File: src/sv/ptss_pkg.sv
package ptss_pkg;

   localparam int unsigned MAX_POINTS_DEFAULT = 64;

   localparam int unsigned Q_W        = 32;  // signed Q16.16 word
   localparam int unsigned T_W        = 32;  // unsigned Q16.16 time
   localparam int unsigned STEP_W     = 31;  // time_step register
   localparam int unsigned MAX_PTS_W  = 7;   // max_points register
   localparam int unsigned HALF_W     = 47;  // t*t >> 17
   localparam int unsigned CSR_ADDR_W = 5;
   localparam int unsigned CSR_DATA_W = 32;

   typedef logic signed [Q_W-1:0] q16_type;
   typedef q16_type [2:0] vec3_type;

   typedef struct packed {
      vec3_type vel;
      vec3_type pos;
   } launch_type;

   typedef struct packed {
      vec3_type vel;
      vec3_type pos;
   } point_type;

   typedef struct packed {
      vec3_type              gravity;
      q16_type               ground_height;
      logic [STEP_W-1:0]     time_step;
      logic [MAX_PTS_W-1:0]  max_points;
   } cfg_type;

   typedef enum logic [2:0] {
      REG_GRAVITY_X     = 3'd0,
      REG_GRAVITY_Y     = 3'd1,
      REG_GRAVITY_Z     = 3'd2,
      REG_GROUND_HEIGHT = 3'd3,
      REG_TIME_STEP     = 3'd4,
      REG_MAX_POINTS    = 3'd5
   } reg_index_type;

   localparam q16_type              GRAVITY_X_RESET  = q16_type'(0);
   localparam q16_type              GRAVITY_Y_RESET  = q16_type'(-642908);
   localparam q16_type              GRAVITY_Z_RESET  = q16_type'(0);
   localparam q16_type              GROUND_RESET     = q16_type'(0);
   localparam logic [STEP_W-1:0]    TIME_STEP_RESET  = STEP_W'(6554);
   localparam logic [MAX_PTS_W-1:0] MAX_POINTS_RESET = MAX_PTS_W'(64);

   localparam int unsigned REQ_W = $bits(launch_type);
   localparam int unsigned RSP_W = $bits(point_type) + T_W;

endpackage

File: src/sv/ptss_csr.sv
// Configuration registers behind the APB-style port.
module ptss_csr import ptss_pkg::*; (
   input  logic                  clock,
   input  logic                  reset,
   input  logic                  csr_psel,
   input  logic                  csr_penable,
   input  logic                  csr_pwrite,
   input  logic [CSR_ADDR_W-1:0] csr_paddr,
   input  logic [CSR_DATA_W-1:0] csr_pwdata,
   output logic [CSR_DATA_W-1:0] csr_prdata,
   output cfg_type               cfg
);

   cfg_type       cfg_ff, cfg_in;
   reg_index_type reg_idx;
   logic          wr_en;

   assign reg_idx = reg_index_type'(csr_paddr[CSR_ADDR_W-1:2]);
   assign wr_en   = csr_psel & csr_penable & csr_pwrite;

   always_comb begin
      cfg_in = cfg_ff;
      if (wr_en) begin
         case (reg_idx)
            REG_GRAVITY_X:     cfg_in.gravity[0]    = q16_type'(csr_pwdata);
            REG_GRAVITY_Y:     cfg_in.gravity[1]    = q16_type'(csr_pwdata);
            REG_GRAVITY_Z:     cfg_in.gravity[2]    = q16_type'(csr_pwdata);
            REG_GROUND_HEIGHT: cfg_in.ground_height = q16_type'(csr_pwdata);
            REG_TIME_STEP:     cfg_in.time_step     = csr_pwdata[STEP_W-1:0];
            REG_MAX_POINTS:    cfg_in.max_points    = csr_pwdata[MAX_PTS_W-1:0];
            default:           cfg_in = cfg_ff;  // unmapped: dropped
         endcase
      end
   end

   always_ff @(posedge clock) begin
      if (reset) begin
         cfg_ff.gravity[0]    <= GRAVITY_X_RESET;
         cfg_ff.gravity[1]    <= GRAVITY_Y_RESET;
         cfg_ff.gravity[2]    <= GRAVITY_Z_RESET;
         cfg_ff.ground_height <= GROUND_RESET;
         cfg_ff.time_step     <= TIME_STEP_RESET;
         cfg_ff.max_points    <= MAX_POINTS_RESET;
      end else begin
         cfg_ff <= cfg_in;
      end
   end

   always_comb begin
      case (reg_idx)
         REG_GRAVITY_X:     csr_prdata = cfg_ff.gravity[0];
         REG_GRAVITY_Y:     csr_prdata = cfg_ff.gravity[1];
         REG_GRAVITY_Z:     csr_prdata = cfg_ff.gravity[2];
         REG_GROUND_HEIGHT: csr_prdata = cfg_ff.ground_height;
         REG_TIME_STEP:     csr_prdata = CSR_DATA_W'(cfg_ff.time_step);
         REG_MAX_POINTS:    csr_prdata = CSR_DATA_W'(cfg_ff.max_points);
         default:           csr_prdata = '0;
      endcase
   end

   assign cfg = cfg_ff;

endmodule

File: config.mk
export PLATFORM = sky130hd
export DESIGN_NAME = ptss_csr
export DESIGN_NICKNAME = d
export VERILOG_FILES = /design/src/sv/ptss_pkg.sv /design/src/sv/ptss_csr.sv
export SDC_FILE = /design/constraint.sdc
export NUM_CORES = 1
export LEC_CHECK = 0
export BUFFER_PORTS_ARGS = -buffer_cell sky130_fd_sc_hd__buf_2
export CAP_MARGIN = 20
export CORE_ASPECT_RATIO = 1.1
export CORE_MARGIN = 5
export CORE_UTILIZATION = 24
export DETAILED_ROUTE_END_ITERATION = 8
export PLACE_DENSITY = 0.55
export SYNTH_ARGS = -nofsm -noshare
export SYNTH_HDL_FRONTEND = slang
export SYNTH_SLANG_ARGS = --single-unit
File: constraint.sdc
create_clock -name clock -period 1.2 [get_ports clock]
set_input_delay 0.18 -clock clock [delete_from_list [all_inputs] [get_ports clock]]
set_output_delay 0.18 -clock clock [all_outputs]
set_load 0.005 [all_outputs]
==> results of run 1 <==
==> cells in the mapped netlist, drive strengths merged <==
cell / n
a21oi: 5
nor2: 80
mux4: 1
buf: 31
mux2: 34
o21ai: 50
and4b: 1
and3: 1
a221o: 2
nor2b: 25
a221oi: 29
nand4b: 1
nand3b: 1
o21a: 24
nand4: 1
nor3: 2
a22oi: 5
mux2i: 170
nand2b: 150
inv: 2
clkbuf: 43
and2: 1
or3: 2
dfxtp: 166
nand3: 4
==> cells by family (layout without fill, tap and decap cells) <==
kind of cell           count (synthesis)  in the layout  share of synthesized area [%]
and+or+nand+nor                      269            269                           18.7
muxes                                205            205                           26.1
buffers and inverters                 76            437                           4.48
AOI/OAI and AO/OA                    115            115                           9.51
other                                  0              1                              0
DFF                                  166            166                           41.2
==> power by group through the flow <==
stage	Sequential, uW	Combinational (uW)	Clock [uW]
2_1_floorplan	5710	739	0
3_3_place_gp	5700	1320	0
3_5_place_dp	5700	1330	0
4_1_cts	5580	1380	6070
5_1_grt	5590	1510	6280
6_report	5580	1400	5900
==> per-layer routing <==
layer  global-route usage [%]  share of wire (%)  up-vias
met4                     4.59                1.9        4
li1                         -                  -     3588
met3                     4.28                6.0       39
met5                        0              0.091        -
met2                     26.0                 48      198
met1                     19.0                 44     3572
==> repair_timing <==
item,CTS,global route
pin swaps,1,3
setup endpoints to repair,103,120
endpoints found under the hold margin,2,0
resized for setup,213,103
hold buffers,2,0
setup buffers,3,29
==> cells in the final DEF, fill, tap and decap left out, types with 4 or more instances in the layout <==
master	Yosys	final
nor2b_1	25	24
nand3_1	4	4
dfxtp_2	0	102
a221oi_2	0	24
dfxtp_1	166	64
buf_2	19	154
a221oi_4	0	5
o21ai_0	48	46
buf_12	0	20
buf_4	6	65
nor2_1	80	79
mux2_4	0	22
o21a_1	24	24
buf_6	4	162
clkbuf_16	0	17
mux2i_1	170	169
nand2b_1	150	148
mux2_2	34	12
o21ai_1	2	4
==> how the worst max path moves through the flow <==
stage | end | depth (start not counted) | start | slack [ns]
4_1_cts | csr_prdata[13] | 4 | cfg[83]$_SDFFE_PP0P_ | -0.51
6_report | csr_prdata[13] | 4 | cfg[83]$_SDFFE_PP0P_ | -0.47
5_1_grt | csr_prdata[13] | 4 | cfg[83]$_SDFFE_PP0P_ | -0.55
2_1_floorplan | csr_prdata[0] | 6 | csr_paddr[4] | -0.02
3_3_place_gp | csr_prdata[5] | 6 | csr_paddr[3] | -0.41
3_5_place_dp | cfg[80]$_SDFFE_PP0P_ | 7 | csr_paddr[3] | -0.38
==> area by class of cell <==
type | count | area [um^2]
sequential | 166 | 3450
clock buffer | 20 | 447
inverter | 2 | 7.51
antenna | 1 | 2.50
tap | 432 | 541
multi-input combinational | 589 | 4760
fill | 3281 | 20300
clock inverter | 12 | 168
timing repair buffer | 403 | 3500
==> worst min-delay path: stages <==
cell and delay [ns]:
buf_2 0.09, nor2_1 0.04, mux2i_1 0.11
==> per-stage QoR <==
stage	total power (uW)	setup WS, ns	cell area, um^2
after CTS	13000	-0.508	12500
after floorplan	6440	-0.0225	8420
after global routing	13400	-0.555	12900
after global placement	7020	-0.405	11100
after detailed placement	7030	-0.377	11100
final	12900	-0.473	12900
==> metrics.md, run 1 <==
| Metric | Value |
|---|---|
| Status | `finished, violations left` |
| Violated checks | `negative setup slack` |
| Syn nets | `873` |
| Cell variety after synth | `30` |
| Area share of the largest cell type after synthesis | `41.2%` |
| WHS Endpoint | `cfg[131]$_SDFFE_PP1P_` |
| Share of cells above drive strength 1 | `51.5%` |
| Via Count | `7401` |
| Core Region | `33200 um^2` |
| Switch Pwr | `3280 uW` |
| Critical path cell sequence | `mux2_4 -> a221oi_4 -> nor2_2 -> buf_2` |
| Sequential share of the synthesized area | `41.2%` |
| Top delay family on crit path | `flip-flops` |
| Number of port buffers | `237` |
| Hold Startpoint | `csr_pwdata[29]` |
| Clk sinks | `166` |
| Mapped cell area | `8070 um^2` |
| CP Data Required Time | `1.02 ns` |
| CTS max path bufs | `2` |
| Synthesized instance count | `831` |
| CTS clock-pin slew for the worst setup and hold paths | `0.07 ns` |
| Die Width | `185 um` |
| Row count | `70` |
| Hold Path Class | `input pin to register` |
| Non-Filler Instances | `1625` |
| Worst R2R Setup Slack | `0.34 ns` |
| Area Overhead vs Synth | `59.7%` |
| P_int | `9600 uW` |
| Placed Cells incl. Taps | `1578` |
| Worst-skew pair later-pin latency | `0.43 ns` |
| Clock skew | `0 ns` |
| Worst-Margin Slew | `0.319 ns` |
| # Max-Cap Violations | `0` |
| Final ANT Viol Nets | `0` |
| RSZ-0062 raised after global routing | `true` |
| CTS HTree Levels | `4` |
| Part of the cycle the worst path needs | `139%` |
| F_max | `598 MHz` |
| Power Density | `1000 nW/um^2` |
| Dpl hpwl | `21500 um` |
| CP Buf/Inv Count | `1` |
| IO Pins | `240` |
| GRT Resource Usage Total | `15.4%` |
| Nets@finish | `1221` |
| Finished Core Util | `38.8%` |
| Final min period | `1.67 ns` |
| Max FO, Critical Path | `2` |
| Clock buffer count from CTS | `17` |
| Routability Congestion | `0.771` |
| Synthesized flop and latch total | `166` |
| First-pass GRT wire length | `45100 um` |
| Crit Path Class | `register to primary output` |
| Max reg flops | `166` |
| Leak | `0.00598 uW` |
| Sw Ratio | `25.5%` |
| Largest net degree at the start of global routing | `73` |
| Congestion Overflow GR | `0` |
| Drt first pass iters | `4` |
| Ranking of synthesized cells by area | `dfxtp_1 41%, mux2i_1 21%, nand2b_1 12%` |
| DR vias/cell | `4.55` |
| Die H | `202 um` |
| Worst Setup End Kind | `primary output` |
| Clk pwr share | `45.8%` |
| Setup Viol. Count Final | `34` |
| Dominant cell type by area after synthesis | `dfxtp_1` |
| Reg2reg end | `cfg[20]$_SDFFE_PP0P_` |
| Hold Slack | `0.0274 ns` |
| Crit-path max cell delay | `0.33 ns` |
| Vias in the first global route | `7689` |
| Clk root buf | `clkbuf_16` |
| Slowest CP cell | `dfxtp_2` |
| Fin. max-slew vios | `0` |
| Rel. slew slack | `78.7%` |
| Iteration-0 DRC Markers | `252` |
| Die area | `37400 um^2` |
| Detailed Route WL | `29500 um` |
| Combinational share of power | `10.9%` |
| Hold Fails Final Rpt | `0` |
| CTS tree | `yes` |
| Mean Syn Cell Area | `9.71 um^2` |
| Sequential share of power | `43.3%` |
| Initial Utilization | `24.3%` |
| Max rail drop VDD | `0.881 mV` |
| Antenna violations before repair | `3` |
| Yosys warnings | `0` |
| Critical Path AT | `1.49 ns` |
| Worst r2r src | `cfg[20]$_SDFFE_PP0P_` |
| DRC | `0` |
| DR WL/cell | `18.2 um` |
| Final setup margin | `-0.473 ns` |
| Setup TNS | `-13.81 ns` |
| Register-to-Register Path Depth | `4` |
| Worst Hold Path Cells | `3` |
| Startpoint Class | `register` |
Power figures use the tool's default switching activity.
==> inputs of run 2 (changes only) <==
--- a/config.mk
+++ b/config.mk
@@ -11,7 +11,9 @@
 export CORE_MARGIN = 5
 export CORE_UTILIZATION = 24
 export DETAILED_ROUTE_END_ITERATION = 8
+export GPL_TIMING_DRIVEN = 0
 export PLACE_DENSITY = 0.55
+export REMOVE_ABC_BUFFERS = 1
 export SYNTH_ARGS = -nofsm -noshare
 export SYNTH_HDL_FRONTEND = slang
 export SYNTH_SLANG_ARGS = --single-unit
==> run 2 against run 1 <==
The flow still finishes with violations (negative setup slack). Final area fell by 7.5%. Non-clock buffer count fell by 75. Clock-buffer cell count rose by 1. Total power fell by 1.1%. Hold slack improved by 0.0025 ns. Largest power group unchanged. Critical path type unchanged. Fmax barely moved. Core utilization fell by 2.9 points. Via count fell by 2.1%. Flip-flop and latch count did not move. Cell count fell by 4.6%.
==> metrics.md, run 2 (same netlist as run 1, synthesis figures left out) <==
| Metric | Value |
|---|---|
| Status | `finished, violations left` |
| Violated checks | `negative setup slack` |
| Hold buffers post-CTS | `0` |
| Final min period | `1.67 ns` |
| Clock buffer count from CTS | `17` |
| Reg2reg end | `cfg[107]$_SDFFE_PP1P_` |
| Routability Congestion | `0.746` |
| Max FO, Critical Path | `2` |
| DR vias/cell | `4.67` |
| Final setup margin | `-0.474 ns` |
| Worst-skew pair later-pin latency | `0.42 ns` |
| Met1 WL | `14700 um` |
| Worst Setup End Kind | `primary output` |
| Via Count | `7244` |
| # Max-Cap Violations | `0` |
| Drt first pass iters | `4` |
| CP Data Required Time | `1.02 ns` |
| Most common cell after layout, fill and taps aside | `buf_2` |
| Worst Hold Path Cells | `3` |
| Setup Viol. Count Final | `61` |
| Fin. max-slew vios | `0` |
| Nets@finish | `1149` |
| RSZ-0062 raised after global routing | `true` |
| Core Region | `33200 um^2` |
| Max rail drop VDD | `0.661 mV` |
| Share of cells above drive strength 1 | `45.3%` |
| Iteration-0 DRC Markers | `336` |
| Top routing layer in use | `met5` |
| Clk root buf | `clkbuf_16` |
| Worst Setup SP | `cfg[107]$_SDFFE_PP1P_` |
| Max reg flops | `166` |
| Final ANT Viol Nets | `0` |
| Vias in the first global route | `7279` |
| Final Power | `12700 uW` |
| Crit-path max cell delay | `0.33 ns` |
| Area post-placement | `9750 um^2` |
| DR WL/cell | `20.9 um` |
| Worst r2r src | `cfg[107]$_SDFFE_PP1P_` |
| Row count | `70` |
| Number of port buffers | `237` |
| Slowest CP cell | `dfxtp_2` |
| Placed Cells incl. Taps | `1439` |
| Die Width | `185 um` |
| Hold Startpoint | `csr_pwdata[21]` |
| Critical Path AT | `1.49 ns` |
| Largest net degree at the start of global routing | `114` |
| Non-Filler Instances | `1550` |
| DRC | `0` |
| GRT Resource Usage Total | `16.4%` |
| Die area | `37400 um^2` |
| Setup TNS | `-13.76 ns` |
| CTS tree | `yes` |
| Hold Slack | `0.0299 ns` |
| Antenna violations before repair | `1` |
| Area Overhead vs Synth | `47.8%` |
| Worst R2R Setup Slack | `0.35 ns` |
| CTS clock-pin slew for the worst setup and hold paths | `0.07 ns` |
| Fillcell total | `3381` |
| Clk sinks | `166` |
| Rel. slew slack | `70.1%` |
| CTS HTree Levels | `4` |
| F_max | `597 MHz` |
| Initial Utilization | `24.3%` |
| Crit Path Class | `register to primary output` |
| IO Pins | `240` |
| Worst-Margin Slew | `0.449 ns` |
| Startpoint Class | `register` |
| Dpl hpwl | `18500 um` |
| Commonest cells after routing, fill and taps aside | `208 x buf_2, 168 x mux2i_1, 148 x nand2b_1` |
| Critical path cell sequence | `mux2_2 -> a22oi_2 -> a21oi_2 -> buf_2` |
| Detailed Route WL | `32400 um` |
| Register-to-Register Path Depth | `4` |
| WHS Endpoint | `cfg[123]$_SDFFE_PP1P_` |
| CTS max path bufs | `2` |
| WL met3 | `1670 um` |
| Non-Filler Cell Area, Final | `11900 um^2` |
| Power Density | `1070 nW/um^2` |
| Hold Path Class | `input pin to register` |
| Congestion Overflow GR | `0` |
| Routed length on met2 | `15700 um` |
| First-pass GRT wire length | `46600 um` |
| Die H | `202 um` |
| Diode count | `0` |
| Clock skew | `0 ns` |
| Part of the cycle the worst path needs | `140%` |
| Leak | `0.00562 uW` |
| Hold Fails Final Rpt | `0` |
==> run 2: cell types whose count changed in the layout (fill, tap and decap cells not counted), moves of 22 or more <==
cell	change
buf_2	+54
buf_4	-22
buf_6	-112
dfxtp_1	+38
dfxtp_2	-38
==> run 2: power breakdown <==
| part | leakage [uW] | total [uW] | switching, uW | internal, uW |
|---|---|---|---|---|
| logic | 0.00397 | 1420 | 766 | 658 |
| clock network | 0.000281 | 5730 | 2370 | 3360 |
| registers | 0.00137 | 5580 | 34.1 | 5550 |
| total | 0.00562 | 12700 | 3170 | 9570 |
==> run 2: worst max-delay path: cells and delay by family (launching register included) <==
kind,cells,cell delay [ns]
buffers and inverters,1,0.14
muxes,1,0.27
DFF,1,0.33
AOI/OAI and AO/OA,2,0.34
==> run 2: routing by layer <==
layer  global-route usage [%]  vias to the layer above
li1                         -                     3447
met1                     22.1                     3554
met2                     27.1                      219
met3                     3.29                       22
met4                     3.62                        2
met5                        0                        -
==> run 2: worst max-delay path by stage <==
stage | end | cells past startpoint
after global routing | csr_prdata[13] | 4
after floorplan | cfg[101]$_SDFFE_PP0P_ | 3
after detailed placement | cfg[28]$_SDFFE_PP0P_ | 4
after global placement | cfg[50]$_SDFFE_PP0P_ | 4
after CTS | csr_prdata[24] | 4
final | csr_prdata[5] | 4
==> run 2: per-stage QoR <==
stage | utilization, % | setup slack, ns
after floorplan | - | -1.37
final | 35.9 | -0.474
after global placement | 28.4 | -4.51
after detailed placement | 29.4 | -1.85
after CTS | 34.7 | -0.513
after global routing | 35.9 | -0.542
==> run 2: timing repair <==
action,in CTS,in global routing
setup endpoints to repair,198,184
endpoints found under the hold margin,0,0
gates cloned,7,2
resized for setup,142,70
buffers inserted,60,15
pin swaps,25,28
==> run 2: final cells by class <==
cell class / count / area, um^2 / area share (%)
clock inverters: 9 / 128 / 1.07
flip-flops and latches: 166 / 3400 / 28.6
well taps: 432 / 541 / 4.53
multi-input cells: 592 / 4800 / 40.3
inverters: 2 / 20.0 / 0.168
clock buffers: 21 / 460 / 3.86
repair buffers: 328 / 2570 / 21.6
==> inputs of run 3 (changes only) <==
--- a/config.mk
+++ b/config.mk
@@ -9,11 +9,12 @@
 export CAP_MARGIN = 20
 export CORE_ASPECT_RATIO = 1.1
 export CORE_MARGIN = 5
-export CORE_UTILIZATION = 24
+export CORE_UTILIZATION = 47
 export DETAILED_ROUTE_END_ITERATION = 8
 export GPL_TIMING_DRIVEN = 0
-export PLACE_DENSITY = 0.55
+export PLACE_DENSITY = 0.83
 export REMOVE_ABC_BUFFERS = 1
+export SETUP_SLACK_MARGIN = 0.02
 export SYNTH_ARGS = -nofsm -noshare
 export SYNTH_HDL_FRONTEND = slang
 export SYNTH_SLANG_ARGS = --single-unit
==> run 3 against run 2 <==
The run still ends with negative setup slack left. Core utilization grew 35 points. Combinational power down 4%. Final area up 0.16%. Total power fell by 0.42%. Critical endpoint is now csr_prdata[31]. Largest cell class unchanged.
==> metrics.md, run 3 (same netlist as run 1, synthesis figures left out) <==
| Metric | Value |
|---|---|
| Diode count | `0` |
| Most common cell after layout, fill and taps aside | `buf_2` |
| Crit Path Class | `register to primary output` |
| CTS tree | `yes` |
| Leak | `0.00568 uW` |
| GRT Resource Usage Total | `25.9%` |
| Worst Setup End Kind | `primary output` |
| Final ANT Viol Nets | `0` |
| Vias in the first global route | `7397` |
| Nets@finish | `1156` |
| Clk pwr share | `45.3%` |
| Core Region | `17000 um^2` |
| Setup TNS | `-23.43 ns` |
| GRT busiest layer | `met2` |
| Startpoint Class | `register` |
| Part of the cycle the worst path needs | `138%` |
| # Max-Cap Violations | `0` |
| Antenna violations before repair | `1` |
| Switch Pwr | `3140 uW` |
| Sequential share of power | `44.0%` |
| Rel. slew slack | `69.4%` |
| Number of port buffers | `237` |
| Placed Cells incl. Taps | `1239` |
| Clock skew | `0 ns` |
| WHS Endpoint | `cfg[122]$_SDFFE_PP1P_` |
| Worst-Margin Slew | `0.458 ns` |
| Worst Hold Path Cells | `3` |
| Via Count | `7455` |
| Fillcell total | `1147` |
| P_int | `9550 uW` |
| Worst-skew pair later-pin latency | `0.41 ns` |
| Hold Path Class | `input pin to register` |
| Hold Startpoint | `csr_pwdata[20]` |
| Drt first pass iters | `5` |
| Final setup margin | `-0.460 ns` |
| Max FO, Critical Path | `2` |
| Sw Ratio | `24.7%` |
| DR vias/cell | `5.48` |
| Worst r2r src | `cfg[22]$_SDFFE_PP0P_` |
| Clk root buf | `clkbuf_16` |
| Largest net degree at the start of global routing | `115` |
| Worst slack at placement | `-1.98 ns` |
| Clock buffer count from CTS | `17` |
| Iteration-0 DRC Markers | `411` |
| Die H | `147 um` |
| Combinational share of power | `10.7%` |
| DRC | `0` |
| Non-Filler Instances | `1361` |
| Hold buffers post-CTS | `0` |
| Area Overhead vs Synth | `48.0%` |
| Initial Utilization | `47.6%` |
| Die Width | `135 um` |
| Critical Path AT | `1.48 ns` |
| First-pass GRT wire length | `40900 um` |
| Share of cells above drive strength 1 | `47.6%` |
| Routability Congestion | `0.770` |
| CTS max path bufs | `2` |
| Row count | `50` |
| RSZ-0062 raised after global routing | `true` |
| Dpl hpwl | `15400 um` |
| M2 GR Usage | `45.4%` |
| Congestion Overflow GR | `0` |
| Fin. max-slew vios | `0` |
| CTS HTree Levels | `4` |
| GR Layer Usage met3 | `5.34%` |
| Violated checks | `negative setup slack` |
| Register-to-Register Path Depth | `3` |
| Max rail drop VDD | `0.941 mV` |
| F_max | `602 MHz` |
| Clk sinks | `166` |
| Final min period | `1.66 ns` |
| DR WL/cell | `20.5 um` |
| Commonest cells after routing, fill and taps aside | `195 x buf_2, 170 x mux2i_1, 148 x nand2b_1` |
| Max reg flops | `166` |
| Setup Viol. Count Final | `132` |
| Worst R2R Setup Slack | `0.40 ns` |
| Hold Fails Final Rpt | `0` |
| M1 GR Usage | `31.7%` |
| Status | `finished, violations left` |
| Die area | `19900 um^2` |
| Detailed Route WL | `27900 um` |
| CTS clock-pin slew for the worst setup and hold paths | `0.07 ns` |
| Power Density | `1060 nW/um^2` |
| CP Data Required Time | `1.02 ns` |
| IO Pins | `240` |
| Reg2reg end | `cfg[22]$_SDFFE_PP0P_` |
==> run 3: routing by layer <==
metal | vias to the layer above | share of wire, %
met3 | 56 | 6.4
met5 | - | 0.047
li1 | 3478 | -
met2 | 306 | 50
met4 | 2 | 2.6
met1 | 3613 | 41
==> run 3: what timing repair did <==
item,in CTS,in global routing
setup buffers,61,24
pin swaps,31,14
gates cloned,5,3
hold endpoints to repair,0,0
setup endpoints to repair,198,198
resized for setup,167,145
==> run 3: cell type report <==
class / instances / area (um^2) / area share (%)
Clock buffer: 20 / 447 / 3.74
Clock inverter: 12 / 166 / 1.39
Inverter: 2 / 20.0 / 0.168
Multi-Input combinational cell: 593 / 4880 / 40.9
Sequential cell: 166 / 3410 / 28.5
Tap cell: 234 / 293 / 2.45
Timing Repair Buffer: 334 / 2720 / 22.8
==> run 3: power groups by stage <==
| stage | Clock, uW | Combinational, uW | Sequential (uW) |
|---|---|---|---|
| 2_1_floorplan | 0 | 464 | 5700 |
| 3_3_place_gp | 0 | 978 | 5710 |
| 3_5_place_dp | 0 | 1010 | 5710 |
| 4_1_cts | 5760 | 1230 | 5580 |
| 5_1_grt | 6030 | 1450 | 5590 |
| 6_report | 5740 | 1360 | 5580 |
==> run 3: through the flow <==
step | hold WS (ns) | area [um^2] | total power, uW | util, %
2_1_floorplan | 0.336 | 7710 | 6170 | -
3_3_place_gp | 0.452 | 9190 | 6680 | 54.2
3_5_place_dp | 0.463 | 9440 | 6710 | 55.7
4_1_cts | 0.0170 | 11200 | 12600 | 66.2
5_1_grt | 0.0459 | 11900 | 13100 | 70.4
6_report | 0.0309 | 11900 | 12700 | 70.4
==> run 3: worst max path at each step <==
stage / from / endpoint / slack, ns / cells past startpoint
after detailed placement: csr_paddr[4] / cfg[33]$_SDFFE_PP0P_ / -1.98 / 5
after floorplan: csr_paddr[3] / cfg[101]$_SDFFE_PP0P_ / -1.37 / 3
final: cfg[69]$_SDFFE_PP0P_ / csr_prdata[31] / -0.46 / 3
after global placement: csr_paddr[4] / cfg[57]$_SDFFE_PP0P_ / -3.77 / 4
after global routing: cfg[69]$_SDFFE_PP0P_ / csr_prdata[31] / -0.51 / 3
after CTS: cfg[98]$_SDFFE_PP0P_ / csr_prdata[28] / -0.47 / 4
==> run 3: critical path: stages, from the launching register on <==
cell	delay (ns)
dfxtp_2	0.33
mux4_2	0.46
and2_4	0.17
buf_6	0.11
